===== config.mk =====
export PLATFORM = sky130hd
export DESIGN_NAME = sliding_window_average_core
export DESIGN_NICKNAME = d
export VERILOG_FILES = /design/src/swa_pkg.sv /design/src/swa_ram.sv /design/src/swa_ctrl.sv /design/src/swa_dp.sv /design/src/sliding_window_average_core.sv
export SDC_FILE = /design/constraint.sdc
export NUM_CORES = 1
export LEC_CHECK = 0
export ABC_CLOCK_PERIOD_IN_PS = 5500
export BUFFER_PORTS_ARGS = -buffer_cell sky130_fd_sc_hd__clkbuf_2
export CAP_MARGIN = 15
export CORE_MARGIN = 2
export CORE_UTILIZATION = 30
export CTS_CLUSTER_DIAMETER = 150
export CTS_CLUSTER_SIZE = 28
export DETAILED_ROUTE_END_ITERATION = 8
export HOLD_SLACK_MARGIN = 0.06
export PLACE_DENSITY_LB_ADDON = 0.1
export SYNTH_ARGS = -nofsm -noshare
export SYNTH_HDL_FRONTEND = slang
export SYNTH_SLANG_ARGS = --single-unit

===== constraint.sdc =====
create_clock -name i_clk -period 5.5 [get_ports i_clk]
set_input_delay 0.825 -clock i_clk [delete_from_list [all_inputs] [get_ports i_clk]]
set_output_delay 0.825 -clock i_clk [all_outputs]
set_load 0.05 [all_outputs]

===== src/swa_pkg.sv =====
// ----------------------------------------------------------------------------
// swa_pkg
// shared widths, register map and controller/datapath interface types of the
// sliding window average core
// ----------------------------------------------------------------------------
`default_nettype none

package swa_pkg;

    localparam int MAX_WINDOW  = 64;
    localparam int SAMPLE_W    = 16;
    localparam int PTR_W       = $clog2(MAX_WINDOW);
    localparam int CNT_W       = $clog2(MAX_WINDOW + 1);
    localparam int SUM_W       = SAMPLE_W + PTR_W + 1;
    localparam int MAG_W       = SUM_W - 1;
    localparam int DCNT_W      = $clog2(MAG_W);
    localparam int WIN_FIELD_W = 7;
    localparam int WIN_RESET   = 10;

    localparam int APB_ADDR_W  = 3;
    localparam int APB_DATA_W  = 32;
    localparam int REG_IDX_W   = APB_ADDR_W - 2;
    localparam logic [REG_IDX_W-1:0] REG_WINDOW = REG_IDX_W'(0);

    typedef struct packed {
        logic accept;
        logic evict;
        logic update;
        logic div_load;
        logic div_step;
        logic zero;
        logic out_load;
    } t_dp_cmd;

    typedef struct packed {
        logic [CNT_W-1:0] fill;
        logic [CNT_W-1:0] window;
        logic             div_last;
        logic             out_free;
    } t_dp_stat;

endpackage

`default_nettype wire


===== src/swa_ram.sv =====
// ----------------------------------------------------------------------------
// swa_ram
// generic single write port, single read port ram with registered read data
// ----------------------------------------------------------------------------
`default_nettype none

module swa_ram #(
    parameter int WIDTH = 16,
    parameter int DEPTH = 64
) (
    input  wire logic                     i_clk,
    input  wire logic                     i_we,
    input  wire logic [$clog2(DEPTH)-1:0] i_waddr,
    input  wire logic [WIDTH-1:0]         i_wdata,
    input  wire logic                     i_re,
    input  wire logic [$clog2(DEPTH)-1:0] i_raddr,
    output logic      [WIDTH-1:0]         o_rdata
);

    logic [WIDTH-1:0] r_mem [DEPTH];

    always_ff @(posedge i_clk) begin
        if (i_we) begin
            r_mem[i_waddr] <= i_wdata;
        end
        if (i_re) begin
            o_rdata <= r_mem[i_raddr];
        end
    end

endmodule

`default_nettype wire


===== src/swa_ctrl.sv =====
// ----------------------------------------------------------------------------
// swa_ctrl
// sequencer of the sliding window average core: accept, history update,
// divider load, bit-serial divide and result hand-off
// ----------------------------------------------------------------------------
`default_nettype none

module swa_ctrl
    import swa_pkg::*;
(
    input  wire logic     i_clk,
    input  wire logic     i_rst_n,
    input  wire logic     i_valid,
    output logic          o_stall,
    input  wire t_dp_stat i_stat,
    output t_dp_cmd       o_cmd
);

    localparam logic [2:0] ST_IDLE = 3'd0;
    localparam logic [2:0] ST_UPD  = 3'd1;
    localparam logic [2:0] ST_LOAD = 3'd2;
    localparam logic [2:0] ST_DIV  = 3'd3;
    localparam logic [2:0] ST_DONE = 3'd4;

    logic [2:0] r_state;
    logic [2:0] n_state;

    always_comb begin
        n_state = r_state;
        o_cmd   = '0;
        o_stall = 1'b1;
        case (r_state)
            ST_IDLE: begin
                o_stall = 1'b0;
                if (i_valid) begin
                    if (i_stat.window == '0) begin
                        o_cmd.zero = 1'b1;
                        n_state    = ST_DONE;
                    end else begin
                        o_cmd.accept = 1'b1;
                        o_cmd.evict  = (i_stat.fill >= i_stat.window);
                        n_state      = ST_UPD;
                    end
                end
            end
            ST_UPD: begin
                o_cmd.update = 1'b1;
                n_state      = ST_LOAD;
            end
            ST_LOAD: begin
                o_cmd.div_load = 1'b1;
                n_state        = ST_DIV;
            end
            ST_DIV: begin
                o_cmd.div_step = 1'b1;
                if (i_stat.div_last) begin
                    n_state = ST_DONE;
                end
            end
            ST_DONE: begin
                if (i_stat.out_free) begin
                    o_cmd.out_load = 1'b1;
                    n_state        = ST_IDLE;
                end
            end
            default: begin
                n_state = ST_IDLE;
            end
        endcase
    end

    always_ff @(posedge i_clk) begin
        if (!i_rst_n) begin
            r_state <= ST_IDLE;
        end else begin
            r_state <= n_state;
        end
    end

endmodule

`default_nettype wire


===== src/swa_dp.sv =====
// ----------------------------------------------------------------------------
// swa_dp
// datapath of the sliding window average core: window register, sample ring,
// running sum, restoring divider and output register
// ----------------------------------------------------------------------------
`default_nettype none

module swa_dp
    import swa_pkg::*;
(
    input  wire logic                   i_clk,
    input  wire logic                   i_rst_n,
    input  wire t_dp_cmd                i_cmd,
    output t_dp_stat                    o_stat,
    input  wire logic                   i_cfg_we,
    input  wire logic [WIN_FIELD_W-1:0] i_cfg_data,
    input  wire logic [SAMPLE_W-1:0]    i_sample,
    output logic                        o_valid,
    input  wire logic                   i_stall,
    output logic      [SAMPLE_W-1:0]    o_average
);

    logic [CNT_W-1:0]    r_window;
    logic [PTR_W-1:0]    r_wp;
    logic [CNT_W-1:0]    r_fill;
    logic [SUM_W-1:0]    r_sum;
    logic [SAMPLE_W-1:0] r_sample;
    logic                r_evict;
    logic                r_neg;
    logic [CNT_W-1:0]    r_rem;
    logic [MAG_W-1:0]    r_dvd;
    logic [DCNT_W-1:0]   r_cnt;
    logic [SAMPLE_W-1:0] r_avg;
    logic                r_out_valid;

    logic [SAMPLE_W-1:0] ring_rdata;
    logic [PTR_W-1:0]    oldest;
    logic [SUM_W-1:0]    old_ext;
    logic [SUM_W-1:0]    new_ext;
    logic [SUM_W-1:0]    n_sum;
    logic [SUM_W-1:0]    sum_abs;
    logic [CNT_W:0]      trial;
    logic                q_bit;
    logic [CNT_W:0]      rem_sub;
    logic [MAG_W-1:0]    quo_signed;
    logic [CNT_W-1:0]    win_sat;
    logic                out_free;

    // oldest held sample sits fill slots behind the write pointer
    assign oldest  = r_wp - r_fill[PTR_W-1:0];

    swa_ram #(
        .WIDTH (SAMPLE_W),
        .DEPTH (MAX_WINDOW)
    ) u_ring (
        .i_clk   (i_clk),
        .i_we    (i_cmd.update),
        .i_waddr (r_wp),
        .i_wdata (r_sample),
        .i_re    (i_cmd.accept),
        .i_raddr (oldest),
        .o_rdata (ring_rdata)
    );

    assign old_ext = r_evict ? {{(SUM_W-SAMPLE_W){ring_rdata[SAMPLE_W-1]}}, ring_rdata}
                             : '0;
    assign new_ext = {{(SUM_W-SAMPLE_W){r_sample[SAMPLE_W-1]}}, r_sample};
    assign n_sum   = r_sum - old_ext + new_ext;
    assign sum_abs = r_sum[SUM_W-1] ? (~r_sum + SUM_W'(1)) : r_sum;

    // restoring divide step, one quotient bit per cycle
    assign trial   = {r_rem, r_dvd[MAG_W-1]};
    assign q_bit   = (trial >= {1'b0, r_fill});
    assign rem_sub = trial - {1'b0, r_fill};

    assign quo_signed = r_neg ? (~r_dvd + MAG_W'(1)) : r_dvd;

    assign win_sat = (32'(i_cfg_data) > 32'(MAX_WINDOW)) ? CNT_W'(MAX_WINDOW)
                                                         : CNT_W'(i_cfg_data);

    assign out_free = !r_out_valid || !i_stall;

    always_ff @(posedge i_clk) begin
        if (!i_rst_n) begin
            r_window    <= CNT_W'(WIN_RESET);
            r_wp        <= '0;
            r_fill      <= '0;
            r_sum       <= '0;
            r_out_valid <= 1'b0;
        end else begin
            if (i_cfg_we) begin
                r_window <= win_sat;
                r_wp     <= '0;
                r_fill   <= '0;
                r_sum    <= '0;
            end else if (i_cmd.update) begin
                r_wp  <= r_wp + PTR_W'(1);
                r_sum <= n_sum;
                if (!r_evict) begin
                    r_fill <= r_fill + CNT_W'(1);
                end
            end
            if (i_cmd.out_load) begin
                r_out_valid <= 1'b1;
            end else if (!i_stall) begin
                r_out_valid <= 1'b0;
            end
        end
    end

    always_ff @(posedge i_clk) begin
        if (i_cmd.accept) begin
            r_sample <= i_sample;
            r_evict  <= i_cmd.evict;
        end
        if (i_cmd.zero) begin
            r_neg <= 1'b0;
            r_dvd <= '0;
        end else if (i_cmd.div_load) begin
            r_neg <= r_sum[SUM_W-1];
            r_dvd <= sum_abs[MAG_W-1:0];
            r_rem <= '0;
            r_cnt <= '0;
        end else if (i_cmd.div_step) begin
            r_rem <= q_bit ? rem_sub[CNT_W-1:0] : trial[CNT_W-1:0];
            r_dvd <= {r_dvd[MAG_W-2:0], q_bit};
            r_cnt <= r_cnt + DCNT_W'(1);
        end
        if (i_cmd.out_load) begin
            r_avg <= quo_signed[SAMPLE_W-1:0];
        end
    end

    assign o_stat.fill     = r_fill;
    assign o_stat.window   = r_window;
    assign o_stat.div_last = (r_cnt == DCNT_W'(MAG_W - 1));
    assign o_stat.out_free = out_free;

    assign o_valid   = r_out_valid;
    assign o_average = r_avg;

endmodule

`default_nettype wire


===== src/sliding_window_average_core.sv =====
// ----------------------------------------------------------------------------
// sliding_window_average_core
// simple moving average of signed samples over a configurable window
// ----------------------------------------------------------------------------
// Each accepted sample returns the mean of the last window_size samples,
// truncated toward zero; until the window has filled, the mean covers the
// samples received since the last window_size write, and a window of 0 gives
// 0. The window register sits at APB byte address 0 and is saturated to 64;
// writing it clears the history. One sample is in flight at a time: with a
// non-zero window an item goes through accept, sum update, divider load,
// 22 bit-serial restoring divide steps at one quotient bit per cycle and
// result hand-off before the next acceptance; with a zero window it goes
// straight from acceptance to hand-off. A finished result waits in the
// output register and holds the sequencer only when the next result is
// ready before it has been taken.
// ----------------------------------------------------------------------------
`default_nettype none

module sliding_window_average_core
    import swa_pkg::*;
(
    input  wire logic                  i_clk,
    input  wire logic                  i_rst_n,
    input  wire logic                  i_valid,
    output logic                       o_stall,
    input  wire logic [SAMPLE_W-1:0]   i_sample,
    output logic                       o_valid,
    input  wire logic                  i_stall,
    output logic      [SAMPLE_W-1:0]   o_average,
    input  wire logic                  psel,
    input  wire logic                  penable,
    input  wire logic                  pwrite,
    input  wire logic [APB_ADDR_W-1:0] paddr,
    input  wire logic [APB_DATA_W-1:0] pwdata,
    output logic      [APB_DATA_W-1:0] prdata,
    output logic                       pready
);

    t_dp_cmd  cmd;
    t_dp_stat stat;
    logic     reg_hit;
    logic     cfg_we;

    assign pready  = 1'b1;
    assign reg_hit = (paddr[APB_ADDR_W-1:2] == REG_WINDOW);
    assign cfg_we  = psel && penable && pwrite && pready && reg_hit;
    assign prdata  = reg_hit ? APB_DATA_W'(stat.window) : '0;

    swa_ctrl u_ctrl (
        .i_clk   (i_clk),
        .i_rst_n (i_rst_n),
        .i_valid (i_valid),
        .o_stall (o_stall),
        .i_stat  (stat),
        .o_cmd   (cmd)
    );

    swa_dp u_dp (
        .i_clk      (i_clk),
        .i_rst_n    (i_rst_n),
        .i_cmd      (cmd),
        .o_stat     (stat),
        .i_cfg_we   (cfg_we),
        .i_cfg_data (pwdata[WIN_FIELD_W-1:0]),
        .i_sample   (i_sample),
        .o_valid    (o_valid),
        .i_stall    (i_stall),
        .o_average  (o_average)
    );

    a_fill_in_window: assert property (@(posedge i_clk) disable iff (!i_rst_n)
        stat.fill <= stat.window)
        else $error("fill count above window size");

    a_window_sat: assert property (@(posedge i_clk) disable iff (!i_rst_n)
        stat.window <= CNT_W'(MAX_WINDOW))
        else $error("window size above maximum");

    a_result_shown: assert property (@(posedge i_clk) disable iff (!i_rst_n)
        cmd.out_load |=> o_valid)
        else $error("loaded result not presented");

    a_no_overwrite: assert property (@(posedge i_clk) disable iff (!i_rst_n)
        cmd.out_load |-> (!o_valid || !i_stall))
        else $error("pending result overwritten");

endmodule

`default_nettype wire


# Yosys cells after proc, flatten, opt, wreduce, memory -nomap -nowiden
# Memory sizes are Yosys's and may differ from the RTL's. A register that Yosys moved wholly into a read port is not among the register bits.
# Cells that the tools add are included.
# word_totals
regBits	115
mem_bits_rw	1024
input_bits	58
output_inout_bits	51
wordCells	88
memories	1
# op_classes
addsub	9
magnitude_cmp	3
n_eq_ne	9
mux	31
bitwise	8
n_reduce_logical	14
# memory_table
memory	depth	width	read_ports	rd_ports_with_merged_regs	write_ports	line	text
u_dp.u_ring.r_mem	64	16	1	1	1	swa_ram.sv:20	logic [WIDTH-1:0] r_mem [DEPTH];
# ops
cell	count
$mux 22	3
$mux 7	4
$add 23x23->23	1
$mux 23	1
$sub 23x23->23	1
$add 22x1->22 const B	1
$not 22->22	1
$add 16x1->16 const B	1
$mux 16	1
$not 16->16	1
$pmux 3 s5	1
$mux 1	13
$mux 3	4
$ge 8x7->1	1
$add 7x1->7 const B	1
$ge 7x7->1	1
$gt 7x7->1 const B	1
$logic_not 7->1	1
$sub 7x7->7	1
$add 6x1->6 const B	1
$eq 3x2->1 const B	2
$mux 2	3
$ne 2x2->1 const B	3
$not 1->1	6
16 further kinds	20

# Depth between registers and ports, before layout
# Gate-level depths: netlist of the first run.
# logic_depth
depth_word	6
mapped_depth	14
mapped_depth_nobuf	12

# By module
# A second synthesis of the first run with hierarchy kept.
# hier_totals
cells_unflattened	2725
hier_area_um2	48245.0
# modules_own_cells
mod	n_inst	cells_per_inst	area_each_um2	seq_area_each_um2
swa_ram	1	1829	40202.3	31230.0
swa_dp	1	804	7367.1	2692.6
swa_ctrl	1	56	401.6	60.1
sliding_window_average_core	1	36	274.0	0.0

# Worst setup path before layout of the first run
# Ideal clock, no wire load.
# synth_timing
path_type	reg2reg
start	register u_dp.r_sample[15]
end	register u_dp.r_sum[22]
setup_time_ns	0.120
arrival_time_ns	3.971
t_required_ns	5.380
path_slack_ns	1.410
stages_incl_launch_ff	13
n_path_buf	1
period_less_slack_ns	4.090
cell_sequence	edfxtp_1 -> inv_1 -> fa_1 -> inv_1 -> ha_1 -> clkbuf_1 -> and4_1 -> and4_1 -> a21oi_1 -> o21ai_0 -> o211a_1 -> nor3_1 -> o31a_1
# synth_via
elab_chain_cells	1
# synth_lines
item	line	text
start, declared	swa_dp.sv:27	logic [SAMPLE_W-1:0] r_sample;
start signal, assigned	swa_dp.sv:113	r_sample <= i_sample;
$add 23x23->23	swa_dp.sv:68	assign n_sum = r_sum - old_ext + new_ext;
end signal, assigned	swa_dp.sv:98	r_sum <= n_sum;
end, declared	swa_dp.sv:26	logic [SUM_W-1:0] r_sum;
# Every way passes these cells.
# A chain may end at the register's enable or synchronous reset.

# Worst setup path in the final report of the first run
# layout_timing
start	register u_dp.r_fill[0]
end	register u_dp.u_ring.o_rdata[6], read port of u_dp.u_ring.r_mem (data pin)
# layout_via
elab_chain_cells	1
# layout_lines
item	line	text
start, declared	swa_dp.sv:25	logic [CNT_W-1:0] r_fill;
start signal, assigned	swa_dp.sv:100	r_fill <= r_fill + CNT_W'(1);
$sub 6x6->6	swa_dp.sv:50	assign oldest = r_wp - r_fill[PTR_W-1:0];
end, declared	swa_ram.sv:17	output logic [WIDTH-1:0] o_rdata
# Every way passes these cells.

==> impl_metrics.csv, run 1 <==
group,metric,value,unit
run_status,outcome,"complete, no violations",
grt,grtUsageTotal,15.2,%
setup_path,required,5910,ps
timing,rsz0062_at_grt,"false",
timing,worst_pin_slew,1160,ps
power,p_per_area,479,mW/mm^2
finish,multi_input_area,0.0127,mm^2
yosys,synth_cell_type_count,71,
clocking,cts.htree.levels,2,
yosys,synth_area_per_cell,19.1,um^2
grt,antenna_found_initial,4,
yosys,syn-cell-area,0.0476,mm^2
floorplan,die_y,402,um
drt,drt_wl_total,123000,um
yosys,synth_flop_cell,"edfxtp_1",
finish,fillers,15000,
drt,via_per_inst,4.91,
setup_path,crit_type,"reg -> reg",
min_path,worst_hold_path_type,"in -> reg",
finish,drive_gt1_share,22.9,%
yosys,synth_edf_count,1085,
drt,drc,0,
setup_path,worstPathCellList,"ha_4, inv_1, fa_4, buf_4, buf_4, mux4_2, mux4_2, mux2i_1, mux2i_1",
grt,grt-ovfl-total,0,
setup_path,cpMaxStageDelayCell,"fa_4",
timing,final_hold_viol_count,0,
placement,portBuffers,55,
yosys,async_reset_ff_share,0,%
setup_path,cp_num_buf_inv,3,
yosys,ys_top_cells_by_area,"edfxtp_1 68%, mux4_2 15%, dfxtp_1 2.9%",
clocking,clock-sinks,1155,
placement,placedCellCount,4618,
grt,grt_max_degree,73,
setup_path,cpPeakStageDelay,780,ps
drt,first_pass_iters,7,
clocking,cts_buffer_depth,3,
setup_path,worstPathArrival,4840,ps
timing,fin_crit,4430,ps
timing,finalSetupViolCount,0,
power,p_total,25100,uW
placement,hpwl,74300,um
setup_path,cp-start-kind,"register",
job,cap_violations,0,
clocking,cts_hold_buf,0,
timing,maxSlewViolCount,0,
floorplan,num_rows,146,
drt,drt-initial-drc-count,2001,
drt,ant_nets,0,
floorplan,ioPinCount,109,
timing,holdWs,307,ps
floorplan,initial_core_util,30.1,%
drt,routedWlPerCell,26.2,um
yosys,synth_seq_cells,1155,
grt,grt_pass1_vias,24200,
yosys,yosys-top-cells-count,"1,085 x edfxtp_1, 320 x mux4_2, 125 x nor2_1",
yosys,synth_warnings,0,
yosys,synth_top_area_share,68.5,%
clocking,cts_tree,"done",
finish,nets,2726,
timing,setup_ws,1070,ps
placement,gp_congestion,0.807,
grt,grt_pass1_wl,176000,um
timing,tns,0,ps
floorplan,core,0.158,mm^2
clocking,postCtsSetupRepairBufs,0,
clocking,clk_pin_slew,120,ps
clocking,cts-root-buf,"clkbuf_16",
yosys,synth.largest_area_cell,"edfxtp_1",
yosys,ys_seq_area_share,71.4,%
floorplan,die-area,0.162,mm^2
floorplan,die_w,402,um
timing,fmax,226,MHz
timing,finalCritPeriodShare,80.6,%
drt,vias,23000,
power,irDropWorstVdd,339,uV
clocking,insertion_delay,700,ps
setup_path,crit_path_end_kind,"register",
clocking,cts_buffers,47,
yosys,syn_inst,2489,
finish,final_cells,4688,
clocking,ctsResizeCount,0,
timing,finalClockSkew,27.2,ps
finish,synthToLayoutAreaGrowth,9.97,%
finish,regArea,0.0340,mm^2
power,p_leak,0.0165,uW
yosys,yosysMostFrequentCell,"edfxtp_1",
setup_path,cp_max_fo,32,
timing,slew_headroom,22.3,%
placement,post-place-ws,986,ps
setup_path,crit_family,"multiplexers",
## path summary, 6_finish.rpt
path                                    start                                to  slack (ps)  cells after the start
setup / recovery  u_dp.r_fill[0]$_SDFFE_PP0P_  u_dp.u_ring.o_rdata[6]$_DFFE_PP_        1070                      9
hold / removal                    i_sample[0]        u_dp.r_sample[0]$_DFFE_PP_         310                      1
setup reg to reg  u_dp.r_fill[0]$_SDFFE_PP0P_  u_dp.u_ring.o_rdata[6]$_DFFE_PP_        1070                      9
hold reg to reg    u_dp.r_sum[9]$_SDFFE_PP0P_        u_dp.r_sum[9]$_SDFFE_PP0P_         480                      2
## stage by stage
| step | util (%) | instance area (um^2) |
|---|---|---|
| final | 33.1 | 52300 |
| after global routing | 33.1 | 52300 |
| after CTS | 33.1 | 52300 |
| after detailed placement | 32.3 | 51000 |
| after global placement | 32.3 | 51000 |
| after floorplan | - | 47700 |
## cells by family (layout without fill, tap and decap cells)
family,Yosys count,in the layout,synth area share [%]
xor+xnor,69,69,1.30
buf+inv,252,351,2.40
compound gates,204,204,2.74
simple gates,361,361,3.56
fa+ha+maj,73,73,2.30
other cells,2,30,0.0158
flops,1155,1155,71.4
mux,373,373,16.3
## registers in the layout, indices dropped and copies added (netlist names)
name / flops
u_dp.o_average: 16
u_dp.r_cnt: 5
u_dp.r_window: 7
u_dp.r_sum: 23
u_dp.u_ring.o_rdata: 16
u_dp.r_wp: 6
u_ctrl.r_state: 3
u_dp.r_neg: 1
u_dp.u_ring.r_mem: 1024
u_dp.o_valid: 1
u_dp.r_rem: 7
u_dp.r_evict: 1
u_dp.r_fill: 7
u_dp.r_sample: 16
u_dp.r_dvd: 22
## cells in the final DEF (no fill, tap or decap), types with 12 or more instances in the layout
| master | instances |
|---|---|
| nor2_1 | 90 |
| a21oi_1 | 55 |
| xnor2_1 | 50 |
| edfxtp_1 | 1085 |
| fa_1 | 23 |
| mux4_2 | 320 |
| dfxtp_1 | 70 |
| nand2_1 | 107 |
| ha_1 | 48 |
| a21o_1 | 12 |
| o31ai_1 | 12 |
| a211oi_1 | 15 |
| xor2_1 | 15 |
| clkbuf_16 | 48 |
| inv_1 | 111 |
| and2_1 | 18 |
| nor2_2 | 36 |
| o21ai_0 | 53 |
| clkbuf_1 | 14 |
| nand3_1 | 24 |
| buf_4 | 108 |
| clkbuf_2 | 55 |
| conb_1 | 26 |
| mux2i_1 | 52 |
## worst reg2reg max path, stage by stage (launching register included)
cell	delay, ps
dfxtp_1	660
ha_4	200
inv_1	50
fa_4	780
buf_4	210
buf_4	490
mux4_2	420
mux4_2	510
mux2i_1	670
mux2i_1	160
## power breakdown
group | leakage (uW) | switching, uW | internal [uW]
Sequential | 0.0103 | 365 | 10400
Combinational | 0.00548 | 5660 | 4260
Clock | 0.000646 | 2690 | 1660
Total | 0.0165 | 8720 | 16400
## final cells by class
class / instances / share of cell area (%)
clock inverter: 3 / 0.134
multi-input combinational: 1106 / 24.3
antenna: 4 / 0.0191
inverter: 113 / 0.811
tap: 2072 / 4.96
timing repair buffer: 172 / 2.42
sequential: 1155 / 65.0
clock buffer: 63 / 2.42
## routing by layer
metal	vias up	routed length (um)	track usage, %	share of wire, %
met3	96	4770	1.84	3.9
li1	10000	-	-	-
met2	428	61700	26.3	50
met4	0	2350	3.38	1.9
met1	12500	54100	20.3	44
met5	-	0	0	0
No activity file was read; power rests on OpenSTA's default activity.
==> inputs of run 2 (changes only) <==
- ABC_CLOCK_PERIOD_IN_PS: 5500 -> 4010
- clock period: 5.5 -> 4.01 ns (I/O delays scaled with it)
==> run 2 against run 1 <==
Register-to-register slack got worse by 890 ps. Combinational power grew 43%. Maximum frequency increased by 16%. Final cell count grew 1.1%. Global-route usage shrank 0.054 points. Setup slack got worse by 890 ps. Count of clock-buffer cells in the layout is 1 lower. Clock power grew 37%. Critical path depth grew 1. Non-clock buffer count is 53 higher. First-iteration DRC count is 1.0% higher. Largest cell class unchanged.
==> impl_metrics.csv, run 2 (synthesis results as in run 1) <==
group,metric,value,unit
drt,ant_nets,0,
drt,drt_wl_total,123000,um
setup_path,required,4440,ps
power,p_per_area,661,mW/mm^2
floorplan,die-area,0.162,mm^2
finish,drive_gt1_share,23.9,%
finish,fillers,14900,
timing,worst_pin_slew,938,ps
clocking,cts.htree.levels,2,
timing,maxSlewViolCount,0,
clocking,cts_tree,"done",
timing,final_hold_viol_count,0,
floorplan,die_y,402,um
setup_path,cp-start-kind,"register",
floorplan,die_w,402,um
job,cap_violations,0,
floorplan,initial_core_util,30.1,%
finish,nets,2779,
power,irDropWorstVdd,416,uV
drt,via_per_inst,4.87,
timing,fin_crit,3830,ps
setup_path,cp_max_fo,37,
clocking,cts_buffer_depth,3,
clocking,postCtsSetupRepairBufs,0,
setup_path,crit_type,"reg -> reg",
power,p_leak,0.0167,uW
timing,finalClockSkew,27.4,ps
finish,final_common_cell,"edfxtp_1",
timing,rsz0062_at_grt,"false",
grt,grt_pass1_wl,176000,um
finish,regArea,0.0340,mm^2
run_status,outcome,"complete, no violations",
setup_path,worstPathCellList,"ha_4, inv_1, fa_4, buf_12, buf_4, mux4_2, mux4_2, mux2i_1, buf_4, mux2i_1",
finish,synthToLayoutAreaGrowth,11.1,%
setup_path,crit_path_end_kind,"register",
setup_path,crit_family,"adder cells",
placement,hpwl,74900,um
drt,routedWlPerCell,26.0,um
finish,stdcell_area,0.0529,mm^2
grt,antenna_found_initial,2,
timing,fmax,261,MHz
setup_path,cpPeakStageDelay,1010,ps
grt,grtUsageTotal,15.1,%
clocking,insertion_delay,700,ps
grt,grt-ovfl-total,0,
clocking,clock-sinks,1155,
drt,vias,23100,
setup_path,cp_num_buf_inv,4,
floorplan,num_rows,146,
finish,finish.utilization,33.5,%
drt,drt-initial-drc-count,2022,
finish,layout_common_cells,"1,085 x edfxtp_1, 320 x mux4_2, 135 x buf_4, 110 x inv_1, 107 x nand2_1",
drt,first_pass_iters,7,
clocking,cts_buffers,47,
clocking,clk_pin_slew,120,ps
timing,slew_headroom,37.4,%
setup_path,cpMaxStageDelayCell,"fa_4",
finish,regMostFlops,"u_dp.u_ring.r_mem",
placement,portBuffers,55,
floorplan,ioPinCount,109,
drt,drc,0,
timing,finalCritPeriodShare,95.5,%
finish,multi_input_area,0.0127,mm^2
floorplan,core,0.158,mm^2
grt,grt_pass1_vias,24100,
finish,top_regs,"u_dp.u_ring.r_mem (1024), u_dp.r_sum (23), u_dp.r_dvd (22)",
setup_path,worstPathArrival,4260,ps
clocking,cts-root-buf,"clkbuf_16",
placement,gp_congestion,0.778,
placement,place_area,0.0514,mm^2
timing,finalSetupViolCount,0,
finish,largest_reg_flops,1024,
grt,grt_max_degree,66,
min_path,worst_hold_path_type,"in -> reg",
==> run 2: cell types whose count changed in the layout (fill, tap and decap cells not counted), sizes merged <==
| cell | change |
|---|---|
| buf | +37 |
| clkbuf | -1 |
| clkinv | +1 |
| clkinvlp | +1 |
| diode | -2 |
| dlygate4sd3 | +16 |
| inv | -1 |
==> run 2: cell type report <==
type,count,share of cell area [%]
Antenna cell,2,0.00947
Clock buffer,62,2.37
Clock inverter,4,0.142
Inverter,113,0.809
Multi-Input combinational cell,1106,24.0
Sequential cell,1155,64.3
Tap cell,2072,4.90
Timing Repair Buffer,225,3.45
==> run 2: metal layers <==
metal | routed length, um | track usage (%) | up-vias
met3 | 3670 | 1.46 | 83
met1 | 54900 | 20.6 | 12500
met5 | 0 | 0 | -
li1 | - | - | 10100
met2 | 62700 | 26.4 | 355
met4 | 1830 | 2.86 | 0
==> run 2: per-stage QoR <==
| step | hold WS (ps) | std cells | setup slack [ps] | TNS [ps] | total power (uW) |
|---|---|---|---|---|---|
| 4_1_cts | 146 | 4736 | 75.1 | 0 | 35600 |
| 3_5_place_dp | 462 | 4654 | 116 | 0 | 29500 |
| 3_3_place_gp | 458 | 4654 | 125 | 0 | 29400 |
| 6_report | 193 | 4739 | 179 | 0 | 34900 |
| 5_1_grt | 175 | 4737 | 0.216 | 0 | 36900 |
| 2_1_floorplan | 441 | 2513 | -22.0 | -26.5 | 24500 |
==> run 2: worst paths after layout <==
check | slack (ps) | start | cells past startpoint | to
max | 180 | u_dp.r_fill[0]$_SDFFE_PP0P_ | 10 | u_dp.u_ring.o_rdata[14]$_DFFE_PP_
min | 190 | i_stall | 3 | u_dp.o_valid$_SDFFE_PN0P_
max reg2reg | 180 | u_dp.r_fill[0]$_SDFFE_PP0P_ | 10 | u_dp.u_ring.o_rdata[14]$_DFFE_PP_
min reg2reg | 480 | u_dp.r_sum[9]$_SDFFE_PP0P_ | 2 | u_dp.r_sum[9]$_SDFFE_PP0P_
==> run 2: worst min-delay path: stages <==
cell      delay, ps
clkbuf_2        100
nand2_1          60
a21boi_0         70
==> run 2: power by group <==
group | internal, uW | total, uW | switching (uW)
registers | 14300 | 14800 | 481
logic | 6290 | 14200 | 7890
clock network | 2250 | 5970 | 3720
total | 22900 | 34900 | 12100
==> run 2: timing repair <==
| action | CTS | global route |
|---|---|---|
| gates resized for setup | 0 | 0 |
| endpoints found under the setup margin | 0 | 0 |
| hold endpoints to repair | 16 | 0 |
| hold buffers | 16 | 0 |
